**src/hdl/pbosc_pkg.sv**
```systemverilog
package pbosc_pkg;

    // waveform codes
    localparam logic [2:0] SH_SINE   = 3'd0;
    localparam logic [2:0] SH_TRI    = 3'd1;
    localparam logic [2:0] SH_SAW    = 3'd2;
    localparam logic [2:0] SH_SQUARE = 3'd3;
    localparam logic [2:0] SH_NOISE  = 3'd4;

    // configuration register indexes
    localparam logic [1:0] CFG_FADE_LEN    = 2'd0;
    localparam logic [1:0] CFG_START_SHAPE = 2'd1;
    localparam logic [1:0] CFG_NOISE_SEED  = 2'd2;

    // PolyBLEP step clamp, Q0.32
    localparam logic [31:0] STEP_MIN = 32'd43;
    localparam logic [31:0] STEP_MAX = 32'd2104533975;

    // quotient bits per division
    localparam logic [6:0] BLEP_STEPS = 7'd32;
    localparam logic [6:0] FADE_STEPS = 7'd44;

    typedef struct packed {
        logic        start;
        logic [31:0] rem0;
        logic [63:0] num0;
        logic [6:0]  steps;
        logic [31:0] den;
    } t_div_req;

    typedef struct packed {
        logic        done;
        logic [63:0] quo;
    } t_div_rsp;

endpackage

```
**src/hdl/pbosc_div.sv**
```systemverilog
module pbosc_div (
    input  logic                i_clk,
    input  logic                i_rst_n,
    input  pbosc_pkg::t_div_req i_req,
    output pbosc_pkg::t_div_rsp o_rsp
);
    import pbosc_pkg::*;

    logic [31:0] r_rem;
    logic [63:0] r_q;
    logic [31:0] r_den;
    logic [6:0]  r_cnt;
    logic        r_busy;
    logic        r_done;

    logic [32:0] shifted;
    logic        fits;
    logic [32:0] diff;

    assign shifted = {r_rem, r_q[63]};
    assign fits    = shifted >= {1'b0, r_den};
    assign diff    = shifted - {1'b0, r_den};

    always_ff @(posedge i_clk) begin
        if (!i_rst_n) begin
            r_busy <= 1'b0;
            r_done <= 1'b0;
            r_cnt  <= '0;
        end else begin
            r_done <= 1'b0;
            if (i_req.start) begin
                r_busy <= 1'b1;
                r_cnt  <= i_req.steps;
            end else if (r_busy) begin
                r_cnt <= r_cnt - 7'd1;
                if (r_cnt == 7'd1) begin
                    r_busy <= 1'b0;
                    r_done <= 1'b1;
                end
            end
        end
    end

    // one quotient bit per cycle
    always_ff @(posedge i_clk) begin
        if (i_req.start) begin
            r_rem <= i_req.rem0;
            r_q   <= i_req.num0;
            r_den <= i_req.den;
        end else if (r_busy) begin
            r_rem <= fits ? diff[31:0] : shifted[31:0];
            r_q   <= {r_q[62:0], fits};
        end
    end

    assign o_rsp.done = r_done;
    assign o_rsp.quo  = r_q;

endmodule

```
**config.mk**
```make
export PLATFORM = sky130hd
export DESIGN_NAME = pbosc_div
export DESIGN_NICKNAME = d
export VERILOG_FILES = /design/src/hdl/pbosc_pkg.sv /design/src/hdl/pbosc_div.sv
export SDC_FILE = /design/constraint.sdc
export NUM_CORES = 1
export LEC_CHECK = 0
export BUFFER_PORTS_ARGS = -buffer_cell sky130_fd_sc_hd__buf_2
export CAP_MARGIN = 20
export CORE_MARGIN = 3
export CORE_UTILIZATION = 49
export CTS_CLUSTER_DIAMETER = 30
export CTS_CLUSTER_SIZE = 28
export DETAILED_ROUTE_END_ITERATION = 8
export PLACE_DENSITY = 0.75
export SETUP_SLACK_MARGIN = 0.05
export SYNTH_ARGS = -nofsm -noshare
export SYNTH_HDL_FRONTEND = slang
export SYNTH_SLANG_ARGS = --single-unit
```
**constraint.sdc**
```tcl
create_clock -name i_clk -period 10.1 [get_ports i_clk]
set_input_delay 0.505 -clock i_clk [delete_from_list [all_inputs] [get_ports i_clk]]
set_output_delay 0.505 -clock i_clk [all_outputs]
set_load 0.02 [all_outputs]
```
==> results.cfg, run 1 <==
[synthesis]
synth_edf_count = 128
syn_nets = 766
ys_seq_area_share_pct = 53.1
yosysMostFrequentCell = edfxtp_1
postSynthAreaPerCell_um2 = 12.8
yosys.area.top_type = edfxtp_1
syn_inst = 593
synthDominantCellAreaShare_pct = 50.7
async_flop_share_pct = 0
ys.flop_type = edfxtp_1
ys_types = 56
syn-cell-area_um2 = 7580
synth_area_leaders = edfxtp_1, mux2_2, ha_1, dfxtp_1, xnor2_1
yosys_register_bits = 137
ys_warn_count = 0
synth_common_cells = edfxtp_1, mux2_2, inv_1

[finish]
area_growth_pct = 23.0
fillers = 1151
drive_gt1_share_pct = 42.7
final_nets = 968
seqCellArea_um2 = 4020
final_cell_count_no_fill = 992
utilization_pct = 62.9
fin_area_um2 = 9320
multi_input_area_um2 = 3290
antenna_cells = 0

[clock_network]
cts_buffers = 17
cts_resized = 0
ctsLongestPathBuffers = 2
htreeDepth = 4
cts_setup_buffers = 0
cts_sinks = 137
postCtsHoldBufs = 0
clk_pin_slew_ps = 60
cts_tree = built
clock-root-buffer = clkbuf_16
clk_latency_ps = 430

[place]
place_area_um2 = 8750
dp_slack_ps = 6290
port-buffer-count = 202
hpwl_mm = 12.6
gp_congestion = 0.922
dp.cells = 960

[power]
peakVddDrop_uv = 153
power.leakage_nw = 3.99
p_per_area_nw_per_um2 = 232

[die]
die_y_um = 130
fp.dieW_um = 130
die_area_um2 = 17000
row_count = 44
core_area_um2 = 14800
start_util_pct = 51.2
num_io_pins = 203

[timing]
tightest_slew_ps = 1060
fin_ws_ps = 6250
fin_crit_ps = 3850
setup-tns-final_ps = 0
rsz0062_at_grt = no
skew_ps = 8.84
fin_crit_sh_pct = 38.2
finalMaxSlewViolations = 0
fmax_mhz = 260
slew_headroom_pct = 29.4
hold_viol = 0
finalSetupViolCount = 0

[worst_setup_path]
end_kind = flip-flop
timing.rr.start = r_rem[13]$_DFFE_PP_
rrSetupSlack_ps = 6250
crit_path_start = r_rem[13]$_DFFE_PP_
r2r_cells = 11
critPathKind = reg -> reg
timing.rr.end = r_rem[3]$_DFFE_PP_
crit_arrival_ps = 4020
critPathMaxFanout = 25
critPathRequiredTime_ps = 10270
cp-start-kind = flip-flop

[global_routing]
grt_pass1_vias = 5682
grt_pass1_wl_mm = 27.4
grt_max_degree = 94
grt_use_total_pct = 20.8
overflow = 0
antenna_found_initial = 1

[detailed_routing]
ant_nets = 0
wl_per_cell_um = 17.5
viasPerCell = 5.47
first_iter_violations = 282
wirelength_mm = 17.3
drc = 0
firstDrtPassIters = 5
vias = 5431

[status]
status = complete, no violations

[min_path]
hp-start = i_req[10]
hold_path_class = in -> reg
worstHoldEndpoint = r_den[10]$_DFFE_PP_
min_path_cells = 1

[job]
maxCapViolCount = 0
worst max-delay path by stage:
stage / end / slack, ps / depth (start not counted)
after detailed placement: r_rem[3]$_DFFE_PP_ / 6290 / 11
after global placement: r_rem[4]$_DFFE_PP_ / 6370 / 11
after CTS: r_rem[3]$_DFFE_PP_ / 6270 / 11
final: r_rem[3]$_DFFE_PP_ / 6250 / 11
after global routing: r_rem[3]$_DFFE_PP_ / 6060 / 11
after floorplan: r_rem[24]$_DFFE_PP_ / 6690 / 13
routing by layer:
layer	up-vias	wire (um)	track usage [%]
met5	-	7	0
li1	2641	-	-
met4	2	510	8.89
met3	45	1450	7.94
met2	203	8540	35.2
met1	2540	6810	23.4
registers in the layout, summed over array words and instances (netlist names):
| name | cells |
|---|---|
| r_q | 64 |
| r_den | 32 |
| r_rem | 32 |
| r_cnt | 7 |
| r_busy | 1 |
| r_done | 1 |
final cells by class:
cell class	instances	area share, %
Sequential cell	137	43.2
Multi-Input combinational cell	390	35.3
Timing Repair Buffer	205	11.2
Clock buffer	18	4.60
Tap cell	184	2.47
Inverter	44	1.77
Clock inverter	14	1.56
cell usage in the layout, fill, tap and decap left out, drive strengths merged, types with 14 or more instances in the layout:
master,count
buf,205
xor2,14
edfxtp,128
clkbuf,18
o21ai,26
ha,34
inv,55
xnor2,20
a21oi,29
mux2,98
nand2,27
nor2,27
metrics by stage:
| stage | power, W | hold WS (ps) |
|---|---|---|
| 2_1_floorplan | 0.00139 | 490 |
| 3_3_place_gp | 0.00154 | 517 |
| 3_5_place_dp | 0.00156 | 547 |
| 4_1_cts | 0.00218 | 236 |
| 5_1_grt | 0.00229 | 235 |
| 6_report | 0.00216 | 257 |
logic make-up after synthesis:
group	after synthesis	synth area share, %
flops	137	53.1
buf+inv	66	3.55
compound gates	110	10.3
fa+ha+maj	35	5.88
mux	106	16.2
simple gates	105	7.12
xor+xnor	34	3.93
worst max-delay path, stage by stage (launching register included):
cell and delay [ps]:
edfxtp_1 390, ha_1 400, a211oi_1 370, o21bai_1 160
a41o_1 250, nor2_1 160, o311a_4 240, nor2_4 60
a31oi_4 490, buf_4 430, mux2_2 380, mux2_2 260
power breakdown:
part / leakage, nW / switching, W / total (W) / internal, W
logic: 2.35 / 0.000401 / 0.000774 / 0.000372
registers: 1.35 / 0.0000488 / 0.000785 / 0.000736
clock network: 0.285 / 0.000273 / 0.000604 / 0.000331
No activity file was read; power rests on OpenSTA's default activity.
==> run 2, diff against run 1 <==
- CORE_UTILIZATION: 49 -> 48
- PLACE_DENSITY: 0.75 -> 0.77
- clock period: 10.1 -> 3.1 ns (I/O delays scaled with it)
==> results.cfg, run 2 (synthesis gave the netlist of run 1 again) <==
[status]
status = finished with violations
violations = negative setup slack

[finish]
layout_common_cells = buf_2, edfxtp_1, mux2_2
seqCellArea_um2 = 4020
utilization_pct = 68.8
top_register = r_q
final_nets = 1054
fillers = 1119
antenna_cells = 0
area_growth_pct = 39.0
largest_register_ffs = 64
fin_area_um2 = 10500
multi_input_area_um2 = 3610
drive_gt1_share_pct = 49.4
layout_commonest_cell = buf_2
largestRegisters = r_q (64), r_den (32), r_rem (32)

[clock_network]
clk_pin_slew_ps = 60
cts_buffers = 17
cts_tree = built
cts_sinks = 137
clk_latency_ps = 430
htreeDepth = 4
clock-root-buffer = clkbuf_16
ctsLongestPathBuffers = 2

[min_path]
hp-start = i_req[33]
worstHoldEndpoint = r_cnt[1]$_SDFFE_PN0P_
min_path_cells = 3
hold_path_class = in -> reg

[die]
die_y_um = 132
num_io_pins = 203
fp.dieW_um = 132
row_count = 45
start_util_pct = 49.5
core_area_um2 = 15300
die_area_um2 = 17300

[detailed_routing]
viasPerCell = 5.29
first_iter_violations = 330
wl_per_cell_um = 17.5
firstDrtPassIters = 4
vias = 5850
drc = 0
wirelength_mm = 19.4
ant_nets = 0

[power]
p_sw_w = 0.00264
pwr-share-comb_pct = 41.4
power.leakage_nw = 4.50
p_per_area_nw_per_um2 = 760
power.share.switching_pct = 33.0
pwr-share-clk_pct = 26.5
seqPwrFrac_pct = 32.1
p_int_w = 0.00537
peakVddDrop_uv = 521

[worst_setup_path]
critPathRequiredTime_ps = 3270
timing.rr.end = r_rem[23]$_DFFE_PP_
r2r_cells = 12
crit_slowest_cell = edfxtp_1
timing.rr.start = r_rem[0]$_DFFE_PP_
path_cells = ha_4 > nand2b_4 > a211o_1 > a211oi_4 > a211oi_2 > o311a_4 > nor2_4 > a31oi_4 > buf_4 > buf_12 > mux2_4 > mux2_2
cp-start-kind = flip-flop
rrSetupSlack_ps = -50
cp.depth = 12
end_kind = flip-flop
slowest_delay_ps = 430
critPathKind = reg -> reg
critPathBufInv = 2
critPathMaxFanout = 6
crit_family = compound AO/OA/AOI/OAI gates
crit_arrival_ps = 3320

[place]
port-buffer-count = 202
gp_congestion = 0.902
place_area_um2 = 9050
hpwl_mm = 13.1

[global_routing]
grt_use_total_pct = 22.7
grt_max_degree = 78
overflow = 0
grt_pass1_vias = 6431
grt_pass1_wl_mm = 31.7
antenna_found_initial = 2

[timing]
finalSetupViolCount = 15
hold_viol = 0
fin_ws_ps = -52.9
tightest_slew_ps = 651
fin_crit_sh_pct = 102
rsz0062_at_grt = yes
skew_ps = 8.67
fmax_mhz = 317
finalMaxSlewViolations = 0
fin_crit_ps = 3150
slew_headroom_pct = 56.6

[job]
maxCapViolCount = 0
[run 2: cell count changes in the layout (fill, tap and decap cells not counted), moves of 7 or more]
cell           previous run  this run
mux2_2                   87        79
ha_1                     34        22
mux2_4                   11        19
ha_4                      0         7
buf_4                     3        46
dlygate4sd3_1             0        33
[run 2: power groups by stage]
stage	combinational [W]	clock [W]	sequential (W)
2_1_floorplan	0.00189	0	0.00266
3_3_place_gp	0.00265	0	0.00258
3_5_place_dp	0.00273	0	0.00258
4_1_cts	0.00309	0.00215	0.00257
5_1_grt	0.00359	0.00224	0.00260
6_report	0.00331	0.00212	0.00257
[run 2: metrics by stage]
step                      power (W)  setup slack (ps)  TNS, ps  cells  hold slack (ps)
final                       0.00801             -52.9     -464   1105             11.3
after floorplan             0.00455             -53.6     -623    593              254
after CTS                   0.00781             -53.3     -482   1100             5.71
after global routing        0.00843              -149    -2530   1105             7.47
after global placement      0.00523             -26.4     -305   1012              332
after detailed placement    0.00531              -112    -1900   1012              333
[run 2: cell type report]
cell class                 count  area share, %
timing repair buffer         291           17.7
sequential                   137           38.2
tap                          211           2.51
clock buffer                  17           4.04
multi-input combinational    390           34.3
clock inverter                15           1.69
inverter                      44           1.57
[run 2: metal layers]
layer	track usage (%)	vias up	wire, um
met4	8.58	4	510
met5	0	-	21
met2	39.7	213	9830
met1	25.5	2796	7630
li1	-	2795	-
met3	8.08	42	1380
[run 2: what timing repair did]
action	CTS	global route
cloned	3	0
endpoints found under the setup margin	27	31
setup buffers	20	12
hold endpoints to repair	33	0
pin swaps	21	28
hold buffers	33	0
gates resized for setup	30	45
[run 2: worst max-delay path by stage]
stage                  startpoint             endpoint  slack, ps
6_report       r_rem[0]$_DFFE_PP_  r_rem[23]$_DFFE_PP_        -50
5_1_grt        r_rem[0]$_DFFE_PP_  r_rem[23]$_DFFE_PP_       -150
3_3_place_gp   r_rem[3]$_DFFE_PP_   r_rem[4]$_DFFE_PP_        -30
4_1_cts        r_rem[0]$_DFFE_PP_  r_rem[23]$_DFFE_PP_        -50
2_1_floorplan   r_q[63]$_DFFE_PP_  r_rem[10]$_DFFE_PP_        -50
3_5_place_dp   r_rem[2]$_DFFE_PP_  r_rem[10]$_DFFE_PP_       -110
[run 2: tightest hold or removal path, delay by kind of cell]
family	cells	cell delay, ps
simple gates	1	100
buf+inv	1	80
compound gates	1	60
==> run 3, diff against run 2 <==
- ABC_AREA: not set -> 1
- CORE_UTILIZATION: 48 -> 49
==> results.cfg, run 3 <==
[global_routing]
grt_use_total_pct = 27.4
overflow = 0
grt_pass1_vias = 8441
grt_pass1_wl_mm = 42.5
antenna_found_initial = 1
grt_max_degree = 89

[synthesis]
yosys.area.top_type = edfxtp_1
postSynthAreaPerCell_um2 = 7.53
ys_warn_count = 0
synth_common_cells = nand2_1, inv_1, edfxtp_1
syn-cell-area_um2 = 8590
synth_area_leaders = edfxtp_1, nand2_1, inv_1, ha_1, nand3_1
async_flop_share_pct = 0
ys.flop_type = edfxtp_1
syn_nets = 1313
synth_edf_count = 128
syn_inst = 1140
ys_types = 39
yosysMostFrequentCell = nand2_1
synthDominantCellAreaShare_pct = 44.8
ys_seq_area_share_pct = 46.9
yosys_register_bits = 137

[power]
p_int_w = 0.00454
power.leakage_nw = 5.90
power.share.switching_pct = 37.8
peakVddDrop_uv = 564
seqPwrFrac_pct = 34.1
pwr-share-comb_pct = 37.0
pwr-share-clk_pct = 28.9
p_sw_w = 0.00276
p_per_area_nw_per_um2 = 650

[worst_setup_path]
crit_end = r_rem[29]$_DFFE_PP_
critPathMaxFanout = 33
critPathKind = reg -> reg
rrSetupSlack_ps = 400
crit_path_start = r_rem[27]$_DFFE_PP_
end_kind = flip-flop
crit_arrival_ps = 2880
cp-start-kind = flip-flop
critPathRequiredTime_ps = 3280
timing.rr.start = r_rem[27]$_DFFE_PP_
timing.rr.end = r_rem[29]$_DFFE_PP_
r2r_cells = 13

[clock_network]
clk_pin_slew_ps = 70
postCtsHoldBufs = 81
cts_resized = 0
htreeDepth = 4
ctsLongestPathBuffers = 2
cts_tree = built
clk_latency_ps = 430
cts_sinks = 137
clock-root-buffer = clkbuf_16
cts_buffers = 17
cts_setup_buffers = 0

[finish]
antenna_cells = 0
fillers = 1373
area_growth_pct = 30.8
fin_area_um2 = 11200
seqCellArea_um2 = 4020
largest_register_ffs = 64
layout_commonest_cell = nand2_1
layout_common_cells = nand2_1, buf_2, inv_1
drive_gt1_share_pct = 18.5
largestRegisters = r_q (64), r_den (32), r_rem (32)
multi_input_area_um2 = 3790
top_register = r_q
final_nets = 1595

[timing]
slew_headroom_pct = 39.3
hold_viol = 0
setup-tns-final_ps = 0
tightest_slew_ps = 911
fin_crit_sh_pct = 87.1
finalSetupViolCount = 0
fin_crit_ps = 2700
finalMaxSlewViolations = 0
fin_hold_ws_ps = 4.28
rsz0062_at_grt = no
skew_ps = 9.29
fmax_mhz = 370

[die]
start_util_pct = 50.9
die_y_um = 138
die_area_um2 = 19200
num_io_pins = 203
core_area_um2 = 16900
fp.dieW_um = 138
row_count = 47

[place]
place_area_um2 = 9810
port-buffer-count = 202
hpwl_mm = 18.6
gp_congestion = 0.970

[detailed_routing]
drc = 0
ant_nets = 0
viasPerCell = 5.13
firstDrtPassIters = 8
first_iter_violations = 706
wl_per_cell_um = 16.0
vias = 8483
wirelength_mm = 26.6

[job]
maxCapViolCount = 0

[min_path]
hold_path_class = in -> reg

[status]
status = complete, no violations
## run 3: worst min-delay path by stage
stage / start / to / slack, ps / cells past startpoint
final: i_req[67] / r_q[28]$_DFFE_PP_ / 4 / 3
after global placement: i_req[23] / r_den[23]$_DFFE_PP_ / 330 / 1
after global routing: i_req[90] / r_q[51]$_DFFE_PP_ / 5 / 3
after CTS: i_req[90] / r_q[51]$_DFFE_PP_ / 0.2 / 3
after floorplan: i_rst_n / r_cnt[0]$_SDFFE_PN0P_ / 250 / 2
after detailed placement: i_req[17] / r_den[17]$_DFFE_PP_ / 330 / 1
## run 3: cell type report
type / count / area share [%]
clock buffers: 17 / 3.79
clock inverters: 15 / 1.63
inverters: 165 / 5.53
multi-input cells: 808 / 33.8
flip-flops and latches: 137 / 35.8
well taps: 220 / 2.45
repair buffers: 293 / 17.0
## run 3: power by group through the flow
stage / clock network (W) / logic, W / registers (W)
CTS: 0.00213 / 0.00267 / 0.00248
global placement: 0 / 0.00254 / 0.00251
finish: 0.00211 / 0.00270 / 0.00249
floorplan: 0 / 0.00178 / 0.00260
detailed placement: 0 / 0.00257 / 0.00251
global route: 0.00222 / 0.00304 / 0.00252
## run 3: logic make-up (layout without fill, tap and decap cells)
| kind of cell | Yosys count | after routing | synth area share [%] |
|---|---|---|---|
| fa+ha+maj | 35 | 35 | 5.19 |
| compound gates | 37 | 37 | 2.46 |
| simple gates | 720 | 720 | 34.9 |
| flops | 137 | 137 | 46.9 |
| buf+inv | 195 | 490 | 8.99 |
| xor+xnor | 16 | 16 | 1.63 |
## run 3: worst max-delay path, cell delays in order, from the launching register on
cell and delay [ps]:
edfxtp_1 420, ha_1 380, nand2_1 240, inv_2 40, nand2_1 80, nand2_1 50
a21oi_1 240, nand2_2 140, nor2_8 110, nand2_4 270, nand2_2 270, nand2_1 100
nand2_1 70, nand2_1 50
## run 3: per-layer routing
layer / wire length [um] / track usage [%] / vias to the layer above
li1: - / - / 4159
met1: 10900 / 34.0 / 3887
met2: 13000 / 47.3 / 372
met3: 2000 / 6.42 / 63
met4: 672 / 8.79 / 2
met5: 13 / 0 / -
## run 3: per-stage QoR
step	cells	util (%)	worst slack (ps)	total power [W]
2_1_floorplan	1140	-	267	0.00438
3_3_place_gp	1542	58.1	518	0.00505
3_5_place_dp	1542	58.1	447	0.00509
4_1_cts	1655	66.6	428	0.00728
5_1_grt	1655	66.6	209	0.00777
6_report	1655	66.6	399	0.00730
